## src/lipl_pkg.sv

```systemverilog
`timescale 1ns / 1ps
// ----------------------------------------------------------------------------
// lipl_pkg: shared types and constants
// Field widths, register indexes, command codes and the controller/datapath
// command and status bundles of the learned index position lookup.
// ----------------------------------------------------------------------------
package lipl_pkg;

    localparam int DEF_MAX_SEGMENTS = 1024;
    localparam int DEF_FRAC_BITS    = 32;

    localparam int KEY_W      = 64;
    localparam int COEF_W     = 64;
    localparam int POS_W      = 32;
    localparam int IDX_W      = 10;
    localparam int SEGCNT_W   = 11;
    localparam int ERR_W      = 16;
    localparam int CFG_IDX_W  = 3;
    localparam int CFG_DATA_W = 64;
    localparam int HALF_W     = 32;
    localparam int WIDE_W     = 128;
    localparam int MULCNT_W   = 3;

    // partial products of the 64x64 product, one per cycle
    localparam logic [MULCNT_W-1:0] MUL_STEPS = 3'd4;

    localparam logic CMD_LOAD   = 1'b0;
    localparam logic CMD_LOOKUP = 1'b1;

    typedef enum logic [CFG_IDX_W-1:0] {
        REG_SEGMENT_COUNT = 3'd0,
        REG_MIN_KEY       = 3'd1,
        REG_MAX_KEY       = 3'd2,
        REG_ENTRY_TOTAL   = 3'd3,
        REG_ERROR_BOUND   = 3'd4
    } reg_index_t;

    typedef struct packed {
        logic load;         // write one segment into the tables
        logic init;         // capture key, set search bounds
        logic cmp;          // one binary search compare
        logic mag;          // capture slope magnitude and intercept
        logic mul;          // one partial product step
        logic neg;          // apply slope sign
        logic icpt;         // add intercept
        logic bound;        // form pred - err and pred + err
        logic finish;       // register the computed result
        logic finish_miss;  // register a miss result
    } cmd_t;

    typedef struct packed {
        logic range_miss;
        logic search_done;
        logic mul_last;
    } status_t;

endpackage

```

## src/lipl_ctrl.sv

```systemverilog
`timescale 1ns / 1ps
// ----------------------------------------------------------------------------
// lipl_ctrl: lookup controller
// Sequences segment loads, and a lookup's range check, binary search, multiply and bound steps.
// ----------------------------------------------------------------------------
module lipl_ctrl (
    input  logic              clk,
    input  logic              rst_n,
    input  logic              start,
    input  logic              command,
    input  lipl_pkg::status_t status,
    output lipl_pkg::cmd_t    cmd,
    output logic              busy
);

    import lipl_pkg::*;

    typedef enum logic [9:0] {
        ST_IDLE   = 10'b00_0000_0001,
        ST_CHECK  = 10'b00_0000_0010,
        ST_PROBE  = 10'b00_0000_0100,
        ST_CMP    = 10'b00_0000_1000,
        ST_MAG    = 10'b00_0001_0000,
        ST_MUL    = 10'b00_0010_0000,
        ST_SIGN   = 10'b00_0100_0000,
        ST_ICPT   = 10'b00_1000_0000,
        ST_BOUND  = 10'b01_0000_0000,
        ST_FINISH = 10'b10_0000_0000
    } state_t;

    state_t state_reg;
    state_t state_next;

    always_ff @(posedge clk or negedge rst_n)
    begin
        if (!rst_n)
        begin
            state_reg <= ST_IDLE;
        end
        else
        begin
            state_reg <= state_next;
        end
    end

    always_comb
    begin
        state_next = state_reg;
        cmd        = '0;
        case (state_reg)
            ST_IDLE:
            begin
                if (start)
                begin
                    if (command == CMD_LOOKUP)
                    begin
                        cmd.init   = 1'b1;
                        state_next = ST_CHECK;
                    end
                    else
                    begin
                        cmd.load = 1'b1;
                    end
                end
            end
            ST_CHECK:
            begin
                if (status.range_miss)
                begin
                    cmd.finish_miss = 1'b1;
                    state_next      = ST_IDLE;
                end
                else
                begin
                    state_next = ST_PROBE;
                end
            end
            ST_PROBE:
            begin
                // start table is read at mid during this cycle
                state_next = status.search_done ? ST_MAG : ST_CMP;
            end
            ST_CMP:
            begin
                cmd.cmp    = 1'b1;
                state_next = ST_PROBE;
            end
            ST_MAG:
            begin
                cmd.mag    = 1'b1;
                state_next = ST_MUL;
            end
            ST_MUL:
            begin
                cmd.mul = 1'b1;
                if (status.mul_last)
                begin
                    state_next = ST_SIGN;
                end
            end
            ST_SIGN:
            begin
                cmd.neg    = 1'b1;
                state_next = ST_ICPT;
            end
            ST_ICPT:
            begin
                cmd.icpt   = 1'b1;
                state_next = ST_BOUND;
            end
            ST_BOUND:
            begin
                cmd.bound  = 1'b1;
                state_next = ST_FINISH;
            end
            ST_FINISH:
            begin
                cmd.finish = 1'b1;
                state_next = ST_IDLE;
            end
            default:
            begin
                state_next = ST_IDLE;
            end
        endcase
    end

    assign busy = (state_reg != ST_IDLE);

endmodule

```

## config.mk

```make
export PLATFORM = sky130hd
export DESIGN_NAME = lipl_ctrl
export DESIGN_NICKNAME = d
export VERILOG_FILES = /design/src/lipl_pkg.sv /design/src/lipl_ctrl.sv
export SDC_FILE = /design/constraint.sdc
export NUM_CORES = 1
export LEC_CHECK = 0
export ABC_AREA = 1
export BUFFER_PORTS_ARGS = -buffer_cell sky130_fd_sc_hd__clkbuf_2
export CORE_AREA = 2 2 44 46
export DETAILED_ROUTE_END_ITERATION = 16
export DIE_AREA = 0 0 46 48
export PLACE_DENSITY = 0.7
export REMOVE_ABC_BUFFERS = 1
export SLEW_MARGIN = 10
export SYNTH_ARGS = -nofsm -noshare
export SYNTH_HDL_FRONTEND = slang
export SYNTH_SLANG_ARGS = --single-unit
```

## constraint.sdc

```tcl
create_clock -name clk -period 1.35 [get_ports clk]
set_input_delay 0.405 -clock clk [delete_from_list [all_inputs] [get_ports clk]]
set_output_delay 0.405 -clock clk [all_outputs]
set_load 0.02 [all_outputs]
```

# After elaboration in Yosys (flattened, before gate mapping)
# Cells that the tools add are included.
# classes
eq_ne	14
n_mux	19
n_reduce_logical	1
# op_table
op	n
$pmux W10 S9	1
$mux W10	3
$mux W1	11
$eq A10 B1 Y1 const B	1
$eq A10 B10 Y1 const B	1
$eq A10 B2 Y1 const B	1
$eq A10 B3 Y1 const B	1
$eq A10 B4 Y1 const B	1
$eq A10 B5 Y1 const B	1
$eq A10 B6 Y1 const B	1
$eq A10 B7 Y1 const B	1
$eq A10 B8 Y1 const B	1
$eq A10 B9 Y1 const B	1
$ne A10 B1 Y1 const B	1
$ne A2 B2 Y1 const B	3
$mux W5	1
$mux W2	2
$mux W3	1
$reduce_and A3 Y1	1
# totals
reg_bits	10
input_bits	7
out_inout_bits	11
word_cells	35

# Depth between registers and ports, before layout
# Gate-level depths: netlist of run 1.
# depth
depth_word	3
mapped_depth	8
mapped_depth_nobuf	8

# Least setup slack after synthesis of run 1
# No wires, ideal clock.
# synth_path
kind	reg-to-output
start	register state_reg[8]
end	output port cmd[8] (netlist name)
t_arrival_ps	1137
required_time_ps	945
setup_slack_ps	-192
stages_incl_launch_ff	6
path_buffers	0
path_cell_list	dfrtp_1 > nor2_2 > inv_2 > nor2_4 > nand3_1 > nor2_1
# synth_rtl
element	line_no	rtl
start: declaration	lipl_ctrl.sv:31	state_t state_reg;
start signal: assignment	lipl_ctrl.sv:42	state_reg <= state_next;
end: declaration	lipl_ctrl.sv:12	output lipl_pkg::cmd_t cmd,

# Final worst setup path of run 1
# layout_path
start	register state_reg[8]
end	output port busy
# layout_via
elab_chain_len	1
# layout_lines
element	line_no	rtl
$ne A10 B1 Y1	lipl_ctrl.sv:128	assign busy = (state_reg != ST_IDLE);
end: declaration	lipl_ctrl.sv:13	output logic busy
# Every way passes these cells.

==> impl_metrics.tcl, run 1 <==
set metrics [dict create \
    fp.dieArea_um2 2210 \
    synth_compound_area_share_pct 2.06 \
    critPathCaptureType "primary output" \
    htreeDepth 1 \
    drv_cap 0 \
    fin_ws_ns -0.512 \
    clk_pin_slew_worst_paths_ns 0.07 \
    ioPinCount 18 \
    setup_viol 12 \
    die_y_um 48 \
    drt_iter0_drc 8 \
    synth_top_family_by_area "simple AND/OR/NAND/NOR gates" \
    slew_violations 0 \
    viasPerCell 4.42 \
    synth.mux.area_fraction_pct 0 \
    io_buffer_count 17 \
    crit_fanout 3 \
    track_usage_pct 17.5 \
    min_period_over_period_pct 138 \
    syn_inst 97 \
    cts_root_buf "clkbuf_4" \
    final_area_um2 1150 \
    antenna_found_initial 0 \
    drive_above_1_share_pct 58.9 \
    required_ns 0.95 \
    power_density_nw_per_um2 1010 \
    ys_types 17 \
    place_area_um2 911 \
    place_congestion 0.809 \
    slowest_stage "dfrtp_1" \
    placementRows 15 \
    grt_max_degree 11 \
    ys_seq_elements 10 \
    largest_register_ffs 10 \
    postRouteAntennaNets 0 \
    yosys.area_share.simple_pct 45.2 \
    synth_xor_xnor_area_share_pct 0 \
    grt_pass1_vias 644 \
    syn_avg_cell_area_um2 6.90 \
    syn-cell-area_um2 669 \
    clk_latency_ns 0.27 \
    status "finished with violations" \
    synth_adder_area_share_pct 0 \
    yosysWarningCount 0 \
    hpwl_mm 1.18 \
    final_nets 149 \
    dp.cells 149 \
    core-area_um2 1690 \
    post-route-util_pct 68.1 \
    crit_chain "nor2_4 > inv_2 > nor2_4 > buf_4 > nand2_1 > buf_2" \
    grt.overflow.total 0 \
    leakagePower_uw 0.000719 \
    final_cells 158 \
    rsz0062_at_grt "true" \
    place_ws_ns -0.253 \
    clockBufferDepth 2 \
    grt_pass1_wl_mm 2.61 \
    cts_tree "yes" \
    die_w_um 46 \
    wl_mm 1.74 \
    tightestPinTransition_ns 0.272 \
    seq_area_frac_synth_pct 37.6 \
    fin_skew_ns 0.00299 \
    num_antenna_cells 0 \
    maxSlewHeadroom_pct 81.8 \
    max-vdd-ir-drop_uv 895 \
    fillers 135 \
    vias 699 \
    finalPower_uw 1160 \
    cp_common_cell "nor2_4" \
    finalHoldViolations 0 \
    violations "negative setup slack" \
    remaining_drc_errors 0 \
    start_kind "register" \
    fin_crit_ns 1.86 \
    arrival_ns 1.46 \
    area_growth_pct 71.8 \
    cpPeakStageDelay_ns 0.41 \
    fmax_ghz 0.537 \
    cts_buffers 3 \
    wire_per_inst_um 11.0 \
    path_class "register to primary output" \
    first_pass_iters 4 \
    min_path_type "input port to register" \
    clock-sinks 10 \
    start_util_pct 39.6 \
]
==> cell usage in the layout, fill, tap and decap left out <==
cell / instances
a21oi_2: 1
and3_1: 1
buf_2: 2
buf_4: 20
buf_6: 4
buf_8: 2
clkbuf_1: 1
clkbuf_2: 7
clkbuf_4: 3
clkbuf_8: 4
dfrtp_1: 9
dfstp_2: 1
dlygate4sd3_1: 1
inv_1: 23
inv_2: 4
nand2_1: 12
nand2_2: 8
nand2_4: 3
nand3_1: 1
nand3_2: 1
nand3_4: 1
nand3b_4: 1
nand4_1: 1
nor2_1: 8
nor2_2: 11
nor2_4: 9
o21ai_0: 1
or2_2: 1
==> critical path: cells and delay by family, from the launching register on <==
| family | cells | cell delay (ns) |
|---|---|---|
| and+or+nand+nor | 3 | 0.40 |
| buffers and inverters | 3 | 0.38 |
| DFF | 1 | 0.41 |
==> cell type report <==
| type | count | area [um2] | share of cell area [%] |
|---|---|---|---|
| multi-input cells | 60 | 414 | 36.0 |
| repair buffers | 40 | 335 | 29.2 |
| flip-flops and latches | 10 | 251 | 21.9 |
| inverters | 27 | 101 | 8.81 |
| clock buffers | 4 | 26.3 | 2.29 |
| well taps | 17 | 21.3 | 1.85 |
==> through the flow <==
step / hold WS, ns / TNS, ns
after floorplan: 0.109 / -0.633
after CTS: 0.00276 / -4.87
after global placement: 0.287 / -1.77
final: 0.295 / -5.09
after detailed placement: 0.291 / -2.02
after global routing: 0.302 / -6.33
==> cells in the mapped netlist <==
library cell | n | area (um2)
nand3_1 | 2 | 10.0
nand2_1 | 18 | 67.6
nor2_1 | 18 | 67.6
nand3b_4 | 1 | 20.0
nor2_2 | 7 | 43.8
nand3_2 | 1 | 10.0
nand2_2 | 5 | 31.3
and3_1 | 1 | 6.26
inv_2 | 1 | 3.75
nand4_1 | 1 | 6.26
or2_2 | 1 | 6.26
dfstp_2 | 1 | 26.3
nor2_4 | 3 | 33.8
o21ai_0 | 1 | 5.00
dfrtp_1 | 9 | 225
a21oi_2 | 1 | 8.76
inv_1 | 26 | 97.6
==> cells by family (layout without fill, tap and decap cells) <==
family          after synthesis  in the layout
flops                        10             10
buf+inv                      27             71
compound gates                2              2
simple gates                 58             58
==> worst paths after layout <==
| kind | cells after the start | start | slack [ns] | to |
|---|---|---|---|---|
| setup / recovery | 6 | state_reg[8] | -0.51 | busy |
| hold / removal | 2 | status[1] | 0.30 | state_reg[3] |
| setup reg to reg | 10 | state_reg[8] | -0.09 | state_reg[0] |
| hold reg to reg | 4 | state_reg[9] | 0.70 | state_reg[9] |
| max in group asynchronous | 2 | rst_n | 0.54 | state_reg[0] |
| min in group asynchronous | 2 | rst_n | 0.54 | state_reg[6] |
==> power breakdown <==
part / switching, uW / internal (uW)
Sequential: 20.0 / 332
Clock: 106 / 114
Combinational: 328 / 258
Total: 454 / 705
==> what timing repair did <==
| item | in CTS | in global routing |
|---|---|---|
| endpoints found under the setup margin | 12 | 13 |
| hold buffers | 0 | 1 |
| resized for setup | 23 | 30 |
| pin swaps | 4 | 12 |
| endpoints found under the hold margin | 0 | 5 |
| setup buffers | 3 | 2 |
==> metal layers <==
metal,vias up,global-route usage (%),wire (um)
li1,364,-,-
met4,0,9.14,19
met5,-,0,0
met3,4,4.91,57
met2,19,29.2,943
met1,312,20.5,723
No activity file was read; power rests on OpenSTA's default activity.
==> run 2, diff against run 1 <==
--- a/config.mk
+++ b/config.mk
@@ -5,11 +5,10 @@
 export SDC_FILE = /design/constraint.sdc
 export NUM_CORES = 1
 export LEC_CHECK = 0
-export ABC_AREA = 1
 export BUFFER_PORTS_ARGS = -buffer_cell sky130_fd_sc_hd__clkbuf_2
-export CORE_AREA = 2 2 44 46
+export CORE_AREA = 2 2 49 42
 export DETAILED_ROUTE_END_ITERATION = 16
-export DIE_AREA = 0 0 46 48
+export DIE_AREA = 0 0 51 44
 export PLACE_DENSITY = 0.7
 export REMOVE_ABC_BUFFERS = 1
 export SLEW_MARGIN = 10
==> impl_metrics.tcl, run 2 <==
set metrics [dict create \
    clockBufferDepth 2 \
    cts_buffers 3 \
    crit_fanout 3 \
    cts_root_buf "clkbuf_4" \
    wire_per_inst_um 12.9 \
    arrival_ns 1.80 \
    fillers 147 \
    ys_seq_elements 10 \
    final_cell_mix "buf_4 (26), clkbuf_2 (9), dfrtp_1 (9), nor2b_1 (7)" \
    crit_buf_inv 1 \
    place_congestion 0.802 \
    internal-power_uw 854 \
    tightestPinTransition_ns 0.296 \
    required_ns 0.95 \
    drive_above_1_share_pct 56.8 \
    core-area_um2 1770 \
    placementRows 14 \
    p_clk_share_pct 20.6 \
    synth_top_area_share_pct 33.4 \
    maxSlewHeadroom_pct 80.0 \
    ys_types 32 \
    grt.overflow.total 0 \
    status "finished with violations" \
    path_class "register to primary output" \
    track_usage_pct 17.2 \
    clock-sinks 10 \
    worst_hold_slack_ns 0.389 \
    final_nets 119 \
    synthFlopType "dfrtp_1" \
    finalPower_uw 1290 \
    synth_top_cell_by_area "dfrtp_1" \
    p_sw_share_pct 33.6 \
    seqPwrFrac_pct 26.8 \
    yosysWarningCount 0 \
    hpwl_mm 1.34 \
    grt_pass1_vias 658 \
    leakagePower_uw 0.000542 \
    place_area_um2 932 \
    slowest_stage "or4_4" \
    layout_commonest_cell "buf_4" \
    wl_mm 1.74 \
    fmax_ghz 0.454 \
    finalHoldViolations 0 \
    max-vdd-ir-drop_uv 572 \
    syn_inst 66 \
    drt_iter0_drc 4 \
    finalSetupTns_ns -8.96 \
    antenna_found_initial 0 \
    area_growth_pct 68.6 \
    clk_latency_ns 0.27 \
    r2r-start "state_reg[5]" \
    postRouteAntennaNets 0 \
    slew_violations 0 \
    min_path_type "input port to register" \
    holdPathStages 2 \
    synth_area_leaders "dfrtp_1 (33%), nor2b_1 (6.5%), nand2b_1 (4.6%)" \
    viasPerCell 5.02 \
    synth_most_common_cell "dfrtp_1" \
    final_area_um2 1140 \
    syn-cell-area_um2 674 \
    htreeDepth 1 \
    grt_pass1_wl_mm 2.79 \
    first_pass_iters 4 \
    num_antenna_cells 0 \
    critical_path_depth 4 \
    die_y_um 44 \
    violations "negative setup slack" \
    min_period_over_period_pct 163 \
    clk_pin_slew_worst_paths_ns 0.06 \
    setup_viol 17 \
    largest_register_ffs 10 \
    ioPinCount 18 \
    start_kind "register" \
    synth_edf_count 0 \
    power.switching_uw 431 \
    syn_avg_cell_area_um2 10.2 \
    crit_chain "or4_4 > nor4_1 > and3_1 > clkbuf_2" \
    grt_max_degree 11 \
    remaining_drc_errors 0 \
    synthTopCellsByCount "dfrtp_1 (9), nor2b_1 (7), nand2b_1 (5), nor4_1 (5), nor2_1 (4)" \
    pwr-share-comb_pct 52.5 \
    cpPeakStageDelay_ns 0.59 \
    drv_cap 0 \
    die_w_um 51 \
    fp.dieArea_um2 2240 \
    rr_worst_depth 6 \
    fin_crit_ns 2.20 \
    crit_family "simple AND/OR/NAND/NOR gates" \
    crit_path_start "state_reg[5]" \
    fin_skew_ns 0.00374 \
    hold_start "status[0]" \
    io_buffer_count 17 \
    vias 678 \
    seq_area_frac_synth_pct 37.3 \
    cts_tree "yes" \
    critPathCaptureType "primary output" \
    fin_ws_ns -0.855 \
    post-route-util_pct 64.3 \
    rsz0062_at_grt "true" \
    synthArstFlopShare_pct 100 \
    start_util_pct 38.1 \
    power_density_nw_per_um2 1130 \
]
==> run 2: cell count changes after synthesis, sizes merged, moves of 2 or more <==
cell / change
inv: -25
nor2: -23
nand2: -22
nor2b: +7
nand2b: +5
nor4: +5
nor3: +4
and4b: +3
and2: +2
and3: +2
nand3: -2
==> run 2: cells by family after synthesis <==
family          after synthesis  synth area share [%]
compound gates                9                  10.2
buf+inv                       4                  3.34
flops                        10                  37.3
mux                           1                  1.48
simple gates                 42                  47.7
==> run 2: worst register-to-register path, stage by stage (launching register included) <==
cell	delay, ns
dfrtp_1	0.38
or4_4	0.59
nor2_8	0.14
nand3_4	0.10
buf_6	0.13
buf_6	0.11
o221ai_2	0.14
==> run 2: per-layer routing <==
layer	track usage (%)	share of wire, %
met3	7.59	4.6
met5	0	0
met4	1.62	0
met1	19.5	42
met2	30.9	53
==> run 2: cell type report <==
type                            instances  area (um2)  share of cell area (%)
Clock buffer                            4        36.3                    3.19
Inverter                                2        7.51                   0.660
Multi-Input combinational cell         52         472                    41.5
Sequential cell                        10         251                    22.1
Tap cell                               24        30.0                    2.64
Timing Repair Buffer                   43         340                    29.9
==> run 2: path summary, 6_finish.rpt <==
check,end,slack [ns]
hold / removal,state_reg[6],0.39
setup reg to reg,state_reg[0],-0.31
min in group asynchronous,state_reg[9],0.54
max in group asynchronous,state_reg[0],0.55
setup / recovery,cmd[1],-0.85
hold reg to reg,state_reg[8],0.62
==> run 2: power groups by stage <==
stage | sequential, uW | combinational (uW) | clock [uW]
after global placement | 351 | 446 | 0
after detailed placement | 351 | 462 | 0
final | 345 | 675 | 265
after floorplan | 363 | 245 | 0
after CTS | 345 | 577 | 273
after global routing | 349 | 725 | 292
==> run 2: repair_timing <==
| item | CTS | global route |
|---|---|---|
| gates resized for setup | 15 | 20 |
| buffers inserted | 3 | 1 |
| hold buffers | 1 | 0 |
| pin swaps | 5 | 7 |
| endpoints found under the setup margin | 18 | 19 |
| hold endpoints to repair | 9 | 0 |
==> run 2: through the flow <==
step,std cells,setup WS [ns]
2_1_floorplan,64,-0.693
3_3_place_gp,126,-0.545
3_5_place_dp,126,-0.579
4_1_cts,134,-0.870
5_1_grt,135,-0.935
6_report,135,-0.855
